==> config.mk <==
export PLATFORM = sky130hd
export DESIGN_NAME = double_reflection_frame
export DESIGN_NICKNAME = d
export VERILOG_FILES = /design/src/rtl/drf_pkg.sv /design/src/rtl/drf_div.sv /design/src/rtl/drf_dp.sv /design/src/rtl/drf_ctrl.sv /design/src/rtl/double_reflection_frame.sv
export SDC_FILE = /design/constraint.sdc
export NUM_CORES = 2
export LEC_CHECK = 0
export BUFFER_PORTS_ARGS = -buffer_cell sky130_fd_sc_hd__buf_2
export CAP_MARGIN = 20
export CORE_MARGIN = 3
export CORE_UTILIZATION = 35
export CTS_BUF_LIST = sky130_fd_sc_hd__clkbuf_16
export DETAILED_ROUTE_END_ITERATION = 8
export PLACE_DENSITY_LB_ADDON = 0.05
export SYNTH_ARGS = -nofsm -noshare
export SYNTH_HDL_FRONTEND = slang
export SYNTH_SLANG_ARGS = --single-unit
==> constraint.sdc <==
create_clock -name clk -period 20.9 [get_ports clk]
set_input_delay 2.09 -clock clk [delete_from_list [all_inputs] [get_ports clk]]
set_output_delay 2.09 -clock clk [all_outputs]
set_load 0.05 [all_outputs]
==> src/rtl/drf_pkg.sv <==
// drf_pkg: widths, codes and the controller/datapath interface types shared by
// every module of the double reflection frame block. Depends on nothing.

package drf_pkg;

    localparam int FRAC_BITS   = 16;            // fraction bits of t, r and s
    localparam int PT_W        = 32;            // point coordinate, Q16.16
    localparam int VEC_W       = 18;            // t, r and s components, Q2.16
    localparam int THR_W       = 17;            // tangent length threshold
    localparam logic [THR_W-1:0] THR_RESET = 17'd66;

    localparam int X_W         = 22;            // working r and reflected old tangent
    localparam int V_W         = 34;            // mirror vector before shrinking
    localparam int VMAX_EXP    = 16;            // shrunk components stay below 2^16
    localparam int D_W         = 34;            // v.v of a shrunk vector
    localparam int ACC_W       = 40;            // dot products and cross terms
    localparam int MA_W        = 40;            // multiplier operand A
    localparam int MB_W        = 18;            // multiplier operand B
    localparam int P_W         = MA_W + MB_W;   // product
    localparam int QW          = 21;            // quotient bits of one reflection term
    localparam int NUM_W       = QW + D_W;      // divider dividend
    localparam int QCNT_W      = $clog2(QW + 1);

    localparam int IN_TDATA_W  = 208;
    localparam int OUT_TDATA_W = 112;

    typedef enum logic [3:0] {
        OP_NONE,
        OP_LOAD,        // capture the input item
        OP_R_INIT,      // r = initial reference vector
        OP_CHORD,       // v = chord, working r and tangent from the stored frame
        OP_DIFF,        // v = new tangent - reflected old tangent
        OP_VOR,         // or of the component magnitudes of v
        OP_VSHIFT,      // halve v (floor)
        OP_D_STORE,     // d = v.v
        OP_N_STORE,     // n = v.x
        OP_DIV_START,   // launch rounded (2 n v_c) / d
        OP_APPLY_X,     // r_c -= quotient
        OP_APPLY_Y,     // old tangent_c -= quotient
        OP_R_STORE,     // r = sat(working r)
        OP_S_STORE,     // s_c = sat(round(cross term))
        OP_OUT_LOAD     // store point and tangent, fill the output register
    } dp_op_t;

    typedef enum logic [3:0] {
        MUL_NONE,
        MUL_TT,         // t_c * t_c
        MUL_THR,        // threshold squared
        MUL_VV,         // v_c * v_c
        MUL_VX,         // r_c * v_c
        MUL_VY,         // old tangent_c * v_c
        MUL_NV,         // n * v_c
        MUL_CR1,        // t_(c+1) * r_(c+2)
        MUL_CR2         // t_(c+2) * r_(c+1)
    } mul_sel_t;

    typedef enum logic [1:0] {
        ACC_HOLD,
        ACC_LOAD,
        ACC_ADD,
        ACC_SUB
    } acc_op_t;

    typedef struct packed {
        dp_op_t     op;
        mul_sel_t   mul;
        acc_op_t    acc;
        logic [1:0] idx;
    } dp_cmd_t;

    typedef struct packed {
        logic tn_short;     // accumulator below product (tangent too short)
        logic acc_zero;
        logic need_shift;   // mirror vector still too large
        logic div_busy;
    } dp_stat_t;

    typedef enum logic [4:0] {
        ST_IDLE,
        ST_RINIT,
        ST_TN,
        ST_TCMP,
        ST_CHORD,
        ST_DIFF,
        ST_VOR,
        ST_SHR,
        ST_DOTD,
        ST_DSTORE,
        ST_DOTN,
        ST_NSTORE,
        ST_NUM,
        ST_DLOAD,
        ST_DIV,
        ST_RSTORE,
        ST_CROSS,
        ST_OUT
    } ctrl_state_t;

    function automatic logic [1:0] comp_next(input logic [1:0] c);
        logic [1:0] r;
        unique case (c)
            2'd0:    r = 2'd1;
            2'd1:    r = 2'd2;
            default: r = 2'd0;
        endcase
        return r;
    endfunction

    function automatic logic [1:0] comp_prev(input logic [1:0] c);
        logic [1:0] r;
        unique case (c)
            2'd0:    r = 2'd2;
            2'd2:    r = 2'd1;
            default: r = 2'd0;
        endcase
        return r;
    endfunction

endpackage

==> src/rtl/drf_div.sv <==
// drf_div: restoring divider, one quotient bit a cycle, for the reflection terms.
// Depends on drf_pkg.

module drf_div (
    input  logic                        clk,
    input  logic                        rst_n,
    input  logic                        start,
    input  logic [drf_pkg::NUM_W-1:0]   num,
    input  logic [drf_pkg::D_W-1:0]     den,
    output logic                        busy,
    output logic [drf_pkg::QW-1:0]      quo
);
    import drf_pkg::*;

    logic [D_W-1:0]    rem_reg, rem_next;
    logic [QW-1:0]     sh_reg, sh_next;
    logic [QCNT_W-1:0] cnt_reg, cnt_next;
    logic              busy_reg, busy_next;
    logic [D_W:0]      trial;
    logic [D_W:0]      diff;
    logic              ge;

    always_comb
    begin
        trial     = {rem_reg, sh_reg[QW-1]};
        diff      = trial - {1'b0, den};
        ge        = (trial >= {1'b0, den});
        rem_next  = rem_reg;
        sh_next   = sh_reg;
        cnt_next  = cnt_reg;
        busy_next = busy_reg;
        if (start)
        begin
            rem_next  = num[NUM_W-1:QW];
            sh_next   = num[QW-1:0];
            cnt_next  = QCNT_W'(QW);
            busy_next = 1'b1;
        end
        else if (busy_reg)
        begin
            rem_next  = ge ? diff[D_W-1:0] : trial[D_W-1:0];
            sh_next   = {sh_reg[QW-2:0], ge};
            cnt_next  = cnt_reg - 1'b1;
            busy_next = (cnt_reg != QCNT_W'(1));
        end
    end

    always_ff @(posedge clk or negedge rst_n)
    begin
        if (!rst_n)
        begin
            busy_reg <= 1'b0;
            cnt_reg  <= '0;
        end
        else
        begin
            busy_reg <= busy_next;
            cnt_reg  <= cnt_next;
        end
    end

    always_ff @(posedge clk)
    begin
        rem_reg <= rem_next;
        sh_reg  <= sh_next;
    end

    assign busy = busy_reg;
    assign quo  = sh_reg;

endmodule

==> src/rtl/drf_dp.sv <==
// drf_dp: frame datapath - stored frame, working vectors, shared multiplier and
// accumulator, shrink shifter and the divider. Depends on drf_pkg and drf_div.

module drf_dp (
    input  logic                            clk,
    input  logic                            rst_n,
    input  drf_pkg::dp_cmd_t                cmd,
    output drf_pkg::dp_stat_t               stat,
    input  logic                            cfg_wr,
    input  logic [drf_pkg::THR_W-1:0]       cfg_thr,
    input  logic [drf_pkg::IN_TDATA_W-1:0]  in_data,
    output logic [drf_pkg::OUT_TDATA_W-1:0] out_data
);
    import drf_pkg::*;

    localparam logic signed [ACC_W-1:0] SAT_HI = ACC_W'((1 <<< (VEC_W - 1)) - 1);
    localparam logic signed [ACC_W-1:0] SAT_LO = -SAT_HI - ACC_W'(1);
    localparam logic signed [ACC_W-1:0] HALF   = ACC_W'(1 <<< (FRAC_BITS - 1));

    function automatic logic signed [VEC_W-1:0] sat_vec(input logic signed [ACC_W-1:0] a);
        logic signed [ACC_W-1:0] s;
        s = a;
        if (a > SAT_HI)
            s = SAT_HI;
        else if (a < SAT_LO)
            s = SAT_LO;
        return s[VEC_W-1:0];
    endfunction

    logic [THR_W-1:0]              thr_reg, thr_next;
    logic signed [PT_W-1:0]        p_reg [3], p_next [3];
    logic signed [PT_W-1:0]        pp_reg [3], pp_next [3];
    logic signed [VEC_W-1:0]       t_reg [3], t_next [3];
    logic signed [VEC_W-1:0]       ir_reg [3], ir_next [3];
    logic signed [VEC_W-1:0]       pt_reg [3], pt_next [3];
    logic signed [VEC_W-1:0]       pr_reg [3], pr_next [3];
    logic signed [VEC_W-1:0]       ps_reg [3], ps_next [3];
    logic signed [X_W-1:0]         x_reg [3], x_next [3];
    logic signed [X_W-1:0]         y_reg [3], y_next [3];
    logic signed [V_W-1:0]         v_reg [3], v_next [3];
    logic [V_W-1:0]                or_reg, or_next;
    logic signed [P_W-1:0]         prod_reg, prod_next;
    logic signed [ACC_W-1:0]       acc_reg, acc_next;
    logic [D_W-1:0]                d_reg, d_next;
    logic signed [ACC_W-1:0]       n_reg, n_next;
    logic [OUT_TDATA_W-1:0]        out_reg, out_next;

    logic signed [MA_W-1:0]        mul_a;
    logic signed [MB_W-1:0]        mul_b;
    logic signed [P_W-1:0]         mul_p;
    logic signed [ACC_W-1:0]       prod_acc;
    logic [1:0]                    idx_n, idx_p;
    logic [P_W-1:0]                prod_abs;
    logic [NUM_W-1:0]              div_num;
    logic                          div_start, div_busy;
    logic [QW-1:0]                 quo;
    logic signed [X_W-1:0]         q_signed;
    logic signed [ACC_W-1:0]       rnd;
    logic signed [ACC_W-1:0]       rnd_sh;
    logic [V_W-1:0]                mag [3];

    assign idx_n    = comp_next(cmd.idx);
    assign idx_p    = comp_prev(cmd.idx);
    assign prod_acc = prod_reg[ACC_W-1:0];

    // operand selection for the shared multiplier
    always_comb
    begin
        mul_a = '0;
        mul_b = '0;
        unique case (cmd.mul)
            MUL_TT:
            begin
                mul_a = MA_W'(t_reg[cmd.idx]);
                mul_b = t_reg[cmd.idx];
            end
            MUL_THR:
            begin
                mul_a = MA_W'({1'b0, thr_reg});
                mul_b = $signed({1'b0, thr_reg});
            end
            MUL_VV:
            begin
                mul_a = MA_W'($signed(v_reg[cmd.idx][MB_W-1:0]));
                mul_b = v_reg[cmd.idx][MB_W-1:0];
            end
            MUL_VX:
            begin
                mul_a = MA_W'(x_reg[cmd.idx]);
                mul_b = v_reg[cmd.idx][MB_W-1:0];
            end
            MUL_VY:
            begin
                mul_a = MA_W'(y_reg[cmd.idx]);
                mul_b = v_reg[cmd.idx][MB_W-1:0];
            end
            MUL_NV:
            begin
                mul_a = n_reg;
                mul_b = v_reg[cmd.idx][MB_W-1:0];
            end
            MUL_CR1:
            begin
                mul_a = MA_W'(t_reg[idx_n]);
                mul_b = pr_reg[idx_p];
            end
            MUL_CR2:
            begin
                mul_a = MA_W'(t_reg[idx_p]);
                mul_b = pr_reg[idx_n];
            end
            default:
            begin
                mul_a = '0;
                mul_b = '0;
            end
        endcase
    end

    assign mul_p = mul_a * mul_b;

    // rounded magnitude of 2 n v_c plus half the divisor
    assign prod_abs  = prod_reg[P_W-1] ? P_W'(-prod_reg) : P_W'(prod_reg);
    assign div_num   = {prod_abs[NUM_W-2:0], 1'b0} + NUM_W'(d_reg[D_W-1:1]);
    assign div_start = (cmd.op == OP_DIV_START);
    assign q_signed  = prod_reg[P_W-1] ? -$signed({1'b0, quo}) : $signed({1'b0, quo});

    assign rnd    = acc_reg + HALF;
    assign rnd_sh = rnd >>> FRAC_BITS;

    drf_div u_div (
        .clk   (clk),
        .rst_n (rst_n),
        .start (div_start),
        .num   (div_num),
        .den   (d_reg),
        .busy  (div_busy),
        .quo   (quo)
    );

    always_comb
    begin
        for (int c = 0; c < 3; c++)
            mag[c] = v_reg[c][V_W-1] ? V_W'(-v_reg[c]) : V_W'(v_reg[c]);
    end

    always_comb
    begin
        thr_next  = cfg_wr ? cfg_thr : thr_reg;
        p_next    = p_reg;
        pp_next   = pp_reg;
        t_next    = t_reg;
        ir_next   = ir_reg;
        pt_next   = pt_reg;
        pr_next   = pr_reg;
        ps_next   = ps_reg;
        x_next    = x_reg;
        y_next    = y_reg;
        v_next    = v_reg;
        or_next   = or_reg;
        d_next    = d_reg;
        n_next    = n_reg;
        out_next  = out_reg;
        prod_next = (cmd.mul == MUL_NONE) ? prod_reg : mul_p;

        unique case (cmd.acc)
            ACC_LOAD: acc_next = prod_acc;
            ACC_ADD:  acc_next = acc_reg + prod_acc;
            ACC_SUB:  acc_next = acc_reg - prod_acc;
            default:  acc_next = acc_reg;
        endcase

        unique case (cmd.op)
            OP_LOAD:
            begin
                for (int c = 0; c < 3; c++)
                begin
                    p_next[c]  = in_data[PT_W*c +: PT_W];
                    t_next[c]  = in_data[3*PT_W + VEC_W*c +: VEC_W];
                    ir_next[c] = in_data[3*PT_W + 3*VEC_W + VEC_W*c +: VEC_W];
                end
            end
            OP_R_INIT:
                pr_next = ir_reg;
            OP_CHORD:
            begin
                for (int c = 0; c < 3; c++)
                begin
                    v_next[c] = V_W'(p_reg[c]) - V_W'(pp_reg[c]);
                    x_next[c] = X_W'(pr_reg[c]);
                    y_next[c] = X_W'(pt_reg[c]);
                end
            end
            OP_DIFF:
            begin
                for (int c = 0; c < 3; c++)
                    v_next[c] = V_W'(t_reg[c]) - V_W'(y_reg[c]);
            end
            OP_VOR:
                or_next = mag[0] | mag[1] | mag[2];
            OP_VSHIFT:
            begin
                for (int c = 0; c < 3; c++)
                    v_next[c] = v_reg[c] >>> 1;
                or_next = or_reg >> 1;
            end
            OP_D_STORE:
                d_next = acc_reg[D_W-1:0];
            OP_N_STORE:
                n_next = acc_reg;
            OP_APPLY_X:
            begin
                for (int c = 0; c < 3; c++)
                    if (cmd.idx == 2'(c))
                        x_next[c] = x_reg[c] - q_signed;
            end
            OP_APPLY_Y:
            begin
                for (int c = 0; c < 3; c++)
                    if (cmd.idx == 2'(c))
                        y_next[c] = y_reg[c] - q_signed;
            end
            OP_R_STORE:
            begin
                for (int c = 0; c < 3; c++)
                    pr_next[c] = sat_vec(ACC_W'(x_reg[c]));
            end
            OP_S_STORE:
            begin
                for (int c = 0; c < 3; c++)
                    if (cmd.idx == 2'(c))
                        ps_next[c] = sat_vec(rnd_sh);
            end
            OP_OUT_LOAD:
            begin
                pp_next  = p_reg;
                pt_next  = t_reg;
                out_next = {{(OUT_TDATA_W - 6*VEC_W){1'b0}},
                            ps_reg[2], ps_reg[1], ps_reg[0],
                            pr_reg[2], pr_reg[1], pr_reg[0]};
            end
            default:
            begin
                // OP_NONE and OP_DIV_START leave the vector registers alone
            end
        endcase
    end

    always_ff @(posedge clk or negedge rst_n)
    begin
        if (!rst_n)
        begin
            thr_reg <= THR_RESET;
            for (int c = 0; c < 3; c++)
            begin
                pp_reg[c] <= '0;
                pt_reg[c] <= '0;
                pr_reg[c] <= '0;
                ps_reg[c] <= '0;
            end
        end
        else
        begin
            thr_reg <= thr_next;
            pp_reg  <= pp_next;
            pt_reg  <= pt_next;
            pr_reg  <= pr_next;
            ps_reg  <= ps_next;
        end
    end

    always_ff @(posedge clk)
    begin
        p_reg    <= p_next;
        t_reg    <= t_next;
        ir_reg   <= ir_next;
        x_reg    <= x_next;
        y_reg    <= y_next;
        v_reg    <= v_next;
        or_reg   <= or_next;
        prod_reg <= prod_next;
        acc_reg  <= acc_next;
        d_reg    <= d_next;
        n_reg    <= n_next;
        out_reg  <= out_next;
    end

    assign stat.tn_short   = (acc_reg < prod_acc);
    assign stat.acc_zero   = (acc_reg == '0);
    assign stat.need_shift = |or_reg[V_W-1:VMAX_EXP];
    assign stat.div_busy   = div_busy;
    assign out_data        = out_reg;

endmodule

==> src/rtl/drf_ctrl.sv <==
// drf_ctrl: sequencer for the frame datapath - handshakes, reflection passes and
// the cross product. Depends on drf_pkg.

module drf_ctrl (
    input  logic              clk,
    input  logic              rst_n,
    input  logic              in_valid,
    input  logic              in_action,
    output logic              in_ready,
    output logic              out_valid,
    input  logic              out_ready,
    output drf_pkg::dp_cmd_t  cmd,
    input  drf_pkg::dp_stat_t stat
);
    import drf_pkg::*;

    ctrl_state_t state_reg, state_next;
    logic [1:0]  cnt_reg, cnt_next;
    logic [1:0]  idx_reg, idx_next;
    logic        pass_reg, pass_next;
    logic        tgt_reg, tgt_next;
    logic        started_reg, started_next;
    logic        out_valid_reg, out_valid_next;

    // three products into the accumulator: first loads, the rest add
    function automatic acc_op_t mac_acc(input logic [1:0] c);
        acc_op_t a;
        unique case (c)
            2'd0:    a = ACC_HOLD;
            2'd1:    a = ACC_LOAD;
            default: a = ACC_ADD;
        endcase
        return a;
    endfunction

    always_comb
    begin
        state_next     = state_reg;
        cnt_next       = cnt_reg;
        idx_next       = idx_reg;
        pass_next      = pass_reg;
        tgt_next       = tgt_reg;
        started_next   = started_reg;
        out_valid_next = out_valid_reg & ~out_ready;
        in_ready       = 1'b0;
        cmd.op         = OP_NONE;
        cmd.mul        = MUL_NONE;
        cmd.acc        = ACC_HOLD;
        cmd.idx        = idx_reg;

        unique case (state_reg)
            ST_IDLE:
            begin
                in_ready = 1'b1;
                if (in_valid)
                begin
                    cmd.op   = OP_LOAD;
                    cnt_next = 2'd0;
                    idx_next = 2'd0;
                    if (!in_action)
                    begin
                        started_next = 1'b1;
                        state_next   = ST_RINIT;
                    end
                    else if (started_reg)
                        state_next = ST_TN;
                end
            end
            ST_RINIT:
            begin
                cmd.op     = OP_R_INIT;
                state_next = ST_CROSS;
            end
            ST_TN:
            begin
                cmd.idx  = cnt_reg;
                cmd.mul  = (cnt_reg == 2'd3) ? MUL_THR : MUL_TT;
                cmd.acc  = mac_acc(cnt_reg);
                cnt_next = cnt_reg + 2'd1;
                if (cnt_reg == 2'd3)
                    state_next = ST_TCMP;
            end
            ST_TCMP:
                state_next = stat.tn_short ? ST_OUT : ST_CHORD;
            ST_CHORD:
            begin
                cmd.op     = OP_CHORD;
                pass_next  = 1'b0;
                state_next = ST_VOR;
            end
            ST_DIFF:
            begin
                cmd.op     = OP_DIFF;
                pass_next  = 1'b1;
                state_next = ST_VOR;
            end
            ST_VOR:
            begin
                cmd.op     = OP_VOR;
                state_next = ST_SHR;
            end
            ST_SHR:
            begin
                if (stat.need_shift)
                    cmd.op = OP_VSHIFT;
                else
                begin
                    cnt_next   = 2'd0;
                    state_next = ST_DOTD;
                end
            end
            ST_DOTD:
            begin
                cmd.idx  = cnt_reg;
                cmd.mul  = (cnt_reg == 2'd3) ? MUL_NONE : MUL_VV;
                cmd.acc  = mac_acc(cnt_reg);
                cnt_next = cnt_reg + 2'd1;
                if (cnt_reg == 2'd3)
                    state_next = ST_DSTORE;
            end
            ST_DSTORE:
            begin
                cmd.op = OP_D_STORE;
                if (stat.acc_zero)
                    state_next = pass_reg ? ST_RSTORE : ST_DIFF;
                else
                begin
                    tgt_next   = 1'b0;
                    cnt_next   = 2'd0;
                    state_next = ST_DOTN;
                end
            end
            ST_DOTN:
            begin
                cmd.idx = cnt_reg;
                if (cnt_reg == 2'd3)
                    cmd.mul = MUL_NONE;
                else
                    cmd.mul = tgt_reg ? MUL_VY : MUL_VX;
                cmd.acc  = mac_acc(cnt_reg);
                cnt_next = cnt_reg + 2'd1;
                if (cnt_reg == 2'd3)
                    state_next = ST_NSTORE;
            end
            ST_NSTORE:
            begin
                cmd.op     = OP_N_STORE;
                idx_next   = 2'd0;
                state_next = ST_NUM;
            end
            ST_NUM:
            begin
                cmd.mul    = MUL_NV;
                state_next = ST_DLOAD;
            end
            ST_DLOAD:
            begin
                cmd.op     = OP_DIV_START;
                state_next = ST_DIV;
            end
            ST_DIV:
            begin
                if (!stat.div_busy)
                begin
                    cmd.op = tgt_reg ? OP_APPLY_Y : OP_APPLY_X;
                    if (idx_reg != 2'd2)
                    begin
                        idx_next   = idx_reg + 2'd1;
                        state_next = ST_NUM;
                    end
                    else if (!pass_reg && !tgt_reg)
                    begin
                        tgt_next   = 1'b1;
                        cnt_next   = 2'd0;
                        state_next = ST_DOTN;
                    end
                    else if (!pass_reg)
                        state_next = ST_DIFF;
                    else
                        state_next = ST_RSTORE;
                end
            end
            ST_RSTORE:
            begin
                cmd.op     = OP_R_STORE;
                idx_next   = 2'd0;
                cnt_next   = 2'd0;
                state_next = ST_CROSS;
            end
            ST_CROSS:
            begin
                unique case (cnt_reg)
                    2'd0: cmd.mul = MUL_CR1;
                    2'd1:
                    begin
                        cmd.mul = MUL_CR2;
                        cmd.acc = ACC_LOAD;
                    end
                    2'd2: cmd.acc = ACC_SUB;
                    default: cmd.op = OP_S_STORE;
                endcase
                cnt_next = cnt_reg + 2'd1;
                if (cnt_reg == 2'd3)
                begin
                    if (idx_reg == 2'd2)
                        state_next = ST_OUT;
                    else
                        idx_next = idx_reg + 2'd1;
                end
            end
            ST_OUT:
            begin
                if (!out_valid_reg || out_ready)
                begin
                    cmd.op         = OP_OUT_LOAD;
                    out_valid_next = 1'b1;
                    state_next     = ST_IDLE;
                end
            end
            default:
                state_next = ST_IDLE;
        endcase
    end

    always_ff @(posedge clk or negedge rst_n)
    begin
        if (!rst_n)
        begin
            state_reg     <= ST_IDLE;
            cnt_reg       <= '0;
            idx_reg       <= '0;
            pass_reg      <= 1'b0;
            tgt_reg       <= 1'b0;
            started_reg   <= 1'b0;
            out_valid_reg <= 1'b0;
        end
        else
        begin
            state_reg     <= state_next;
            cnt_reg       <= cnt_next;
            idx_reg       <= idx_next;
            pass_reg      <= pass_next;
            tgt_reg       <= tgt_next;
            started_reg   <= started_next;
            out_valid_reg <= out_valid_next;
        end
    end

    assign out_valid = out_valid_reg;

endmodule

==> src/rtl/double_reflection_frame.sv <==
// double_reflection_frame: top level, rotation-minimising frame by double reflection.
// A start request sets r and forms the cross product; an advance with a short tangent
// keeps the frame, otherwise the chord and tangent difference are halved until small, and
// coincident points or a zero tangent difference skip the matching reflection.
// Throughput: one request at a time; the next is taken once the result is queued.
// Reset: rst_n asynchronous, clears the frame, threshold to 66, no frame started.

module double_reflection_frame (
    input  logic                                clk,
    input  logic                                rst_n,
    // input stream
    input  logic                                s_axis_tvalid,
    output logic                                s_axis_tready,
    // point_x, point_y, point_z, tangent_x, tangent_y, tangent_z,
    // init_r_x, init_r_y, init_r_z (lowest bit up, zero pad to 208)
    input  logic [drf_pkg::IN_TDATA_W-1:0]      s_axis_tdata,
    // action: 0 start frame, 1 advance
    input  logic                                s_axis_tuser,
    // output stream
    output logic                                m_axis_tvalid,
    input  logic                                m_axis_tready,
    // frame_r_x, frame_r_y, frame_r_z, frame_s_x, frame_s_y, frame_s_z
    // (lowest bit up, zero pad to 112)
    output logic [drf_pkg::OUT_TDATA_W-1:0]     m_axis_tdata,
    // threshold register write
    input  logic                                cfg_valid,
    output logic                                cfg_ready,
    input  logic [drf_pkg::THR_W-1:0]           cfg_data
);
    import drf_pkg::*;

    dp_cmd_t  cmd;
    dp_stat_t stat;

    // The register takes a write in any cycle; writes are expected only while idle.
    assign cfg_ready = 1'b1;

    // Sequencer: accepts a request in idle; a start sets r and forms the cross product, an
    // advance checks the tangent, then unless it is short runs both reflections and the cross
    // product; the result waits in the output register while the next request can be taken.
    drf_ctrl u_ctrl (
        .clk       (clk),
        .rst_n     (rst_n),
        .in_valid  (s_axis_tvalid),
        .in_action (s_axis_tuser),
        .in_ready  (s_axis_tready),
        .out_valid (m_axis_tvalid),
        .out_ready (m_axis_tready),
        .cmd       (cmd),
        .stat      (stat)
    );

    // Datapath: stored frame, working vectors, one shared multiplier with
    // accumulator, shrink shifter and an iterative divider.
    drf_dp u_dp (
        .clk      (clk),
        .rst_n    (rst_n),
        .cmd      (cmd),
        .stat     (stat),
        .cfg_wr   (cfg_valid),
        .cfg_thr  (cfg_data),
        .in_data  (s_axis_tdata),
        .out_data (m_axis_tdata)
    );

endmodule
==> run_results.csv <==
group,metric,value,unit
cells_and_area,drive_above_1_share,8.533,%
cells_and_area,areaGrowthSynthToFinish,11.89,%
clock_network,htreeDepth,4,
detailed_routing,wl_per_cell,24.77,microns
critical_path,crit_slowest_cell,"o21ai_0",
synth,syn_inst,10000,
status,status,"complete, no violations",
cells_and_area,final_nets,11720,
critical_path,path_class,"reg2reg",
placed_design,hpwl,266500,microns
synth,synth_xor_area_share,5.144,%
min_path,holdCritPathClass,"reg2reg",
global_routing,grt_util_all_layers,25.08,%
clock_network,cts_tree,"done",
critical_path,critPathRequiredTime,21.44,ns
sta,setup_tns,0,ns
sta,fmax,76.76,MHz
sta,tightest_slew,1.177,ns
cells_and_area,nFillCells,26090,
synth,avgSynthCellArea,9.174,sq um
global_routing,grt_pass1_vias,73820,
floorplan,die_h,518.1,microns
critical_path,end_kind,"flop",
clock_network,postCtsSetupBuffers,0,
cells_and_area,multi_input_area,55060,sq um
clock_network,ctsResizeCount,0,
sta,setup_violations,0,
sta,min_period,13.03,ns
sta,rsz0062_at_grt,"no",
detailed_routing,route.detailed.drc,0,
job,cap_violations,0,
detailed_routing,routed_wl,342500,microns
global_routing,grt-ovfl-total,0,
placed_design,io_buffers,336,
detailed_routing,ant_nets,0,
critical_path,crit_arrival,13.57,ns
clock_network,ctsHoldBuffers,0,
detailed_routing,drt_iter0_drc,6427,
synth,synth_top_flop_cell,"edfxtp_1",
critical_path,critical_path.max_fanout,44,
clock_network,numCtsBuffers,139,
synth,yosysTopAreaCell,"edfxtp_1",
clock_network,clk_pin_slew,0.06,ns
synth,synth.distinct_cells,100,
global_routing,grt_pass1_wl,504200,microns
critical_path,worstSetupStartpointType,"flop",
sta,slew_viol_final,0,
floorplan,chipWidth,518.1,microns
synth,ys_warn_count,0,
synth,synthSimpleGateAreaFrac,14.36,%
floorplan,core,260200,sq um
synth,synthTopCellsByArea,"edfxtp_1 26%, fa_1 15%, dfrtp_1 8.0%, ha_1 7.9%, nand2_1 6.3%",
synth,synth_top_area_share,25.78,%
synth,synth_compound_area_share,15.93,%
clock_network,cts.path.max_buffers,3,
synth,synth_top_family_by_area,"adder cells",
floorplan,rows,187,
clock_network,insertion_delay,0.84,ns
sta,finalClockSkew,0.09463,ns
synth,ys_seq_elements,1082,
floorplan,start_util,35.27,%
sta,finalHoldViolCount,0,
synth,ys_async_sr_fraction,27.17,%
detailed_routing,drt_first_pass_iters,6,
synth,synth_area,91770,sq um
synth,synthMuxAreaShare,0.8071,%
floorplan,io_pins,346,
critical_path,crit_top_cell,"fa_1",
clock_network,clockRootBuffer,"clkbuf_16",
synth,synth_seq_area_share,33.80,%
floorplan,die_area,268400,sq um
cells_and_area,register_area,31020,sq um
global_routing,grt_max_degree,102,
detailed_routing,vias_per_cell,5.401,
global_routing,antenna_found_initial,16,
cells_and_area,largest_register_ffs,108,
synth,synth_fa_ha_area_share,23.15,%
placed_design,gp_congestion,0.9458,
synth,synth_edf_count,788,
sta,fin_crit_sh,62.33,%
sta,maxSlewHeadroom,20.69,%
detailed_routing,num_vias,74680,
critical_path,slowest_delay,0.89,ns
clock_network,clock-sinks,1082,
final cells by class:
class                   instances  area share, %
diodes                          6        0.01462
clock buffers                 142          3.461
clock inverters               118          1.175
inverters                    1205          4.412
multi-input cells            7282          53.62
flip-flops and latches       1082          30.21
well taps                    3496          4.260
repair buffers                496          2.849
cell usage after synthesis (92+ instances only):
master    count
nand2b_1     92
fa_1        698
dfrtp_1     292
ha_1        581
a21o_1      177
o21ai_0     683
nor2_1      682
xor2_1      215
inv_1      1199
xnor2_1     324
a21oi_1     741
edfxtp_1    788
nand2_1    1541
nor3_1      133
clkbuf_1    353
nand3_1      93
metrics by stage:
stage	hold WS (ns)	setup WS, ns	instances	instance area, sq um	util, %
after floorplan	0.4211	10.85	10010	91780	-
after global placement	0.4318	8.025	13560	97850	37.61
after detailed placement	0.4324	7.966	13560	97850	37.61
after CTS	0.4362	7.975	13820	102600	39.44
after global routing	0.4463	7.225	13820	102700	39.46
final	0.4406	7.872	13830	102700	39.47
layer usage:
| layer | vias to the layer above | GRT usage [%] | routed length, microns |
|---|---|---|---|
| met5 | - | 0 | 0 |
| met4 | 0 | 8.094 | 12160 |
| met3 | 425 | 2.989 | 20340 |
| met2 | 2413 | 38.60 | 149400 |
| met1 | 37390 | 36.61 | 160500 |
| li1 | 34460 | - | - |
worst max-delay path: cells and delay by family (launching register included):
| family | cells | cell delay, ns |
|---|---|---|
| AOI/OAI and AO/OA | 14 | 4.75 |
| buffers and inverters | 6 | 1.36 |
| muxes | 1 | 0.30 |
| xor gates and xnor gates | 1 | 0.10 |
| adders and majority gates | 7 | 3.08 |
| DFF | 1 | 0.57 |
| and+or+nand+nor | 5 | 2.56 |
cell usage in the layout (no fill, tap or decap), types with 34 or more instances in the layout:
cell,n
o211ai_1,43
nor2_1,677
o21a_1,87
and2_1,61
nand2_1,1537
a21o_1,177
mux2_2,40
nor3_1,129
nand2b_1,91
nand4_1,45
clkbuf_16,142
a221o_1,36
ha_1,581
fa_1,698
buf_4,157
nor2b_1,85
xnor2_1,321
a211oi_1,67
o21bai_1,73
a31oi_1,55
o22ai_1,44
a311oi_1,38
xor2_1,206
nand3_1,90
a22oi_1,34
and3_1,46
dfrtp_1,292
a21oi_1,740
buf_2,335
o21ai_0,676
inv_1,1231
nor4_1,52
or3_1,49
edfxtp_1,788
o31ai_1,55
worst paths after layout:
check	start	end	depth (start not counted)	slack (ns)
setup / recovery	u_ctrl.state_reg[0]	u_dp.prod_reg[52]	34	7.87
min in group asynchronous	rst_n	u_dp.ps_reg[40]	1	1.19
max in group asynchronous	rst_n	u_dp.pp_reg[8]	3	17.46
hold reg to reg	u_dp.ps_reg[47]	u_dp.out_data[65]	0	0.44
hold / removal	u_dp.ps_reg[47]	u_dp.out_data[65]	0	0.44
setup reg to reg	u_ctrl.state_reg[0]	u_dp.prod_reg[52]	34	7.87
cell families (layout without fill, tap and decap cells):
| logic type | Yosys count | in the layout |
|---|---|---|
| AO/OA/AOI/OAI | 2380 | 2380 |
| XOR/XNOR | 539 | 539 |
| adder cells (fa/ha/maj) | 1279 | 1279 |
| buffers and inverters | 1643 | 1961 |
| flip-flops | 1082 | 1082 |
| multiplexers | 69 | 69 |
| other | 2 | 11 |
| AND/OR/NAND/NOR | 3010 | 3010 |
Power is not shown: default switching activity piles up to over one toggle a cycle in this logic, so the estimate is an artifact.
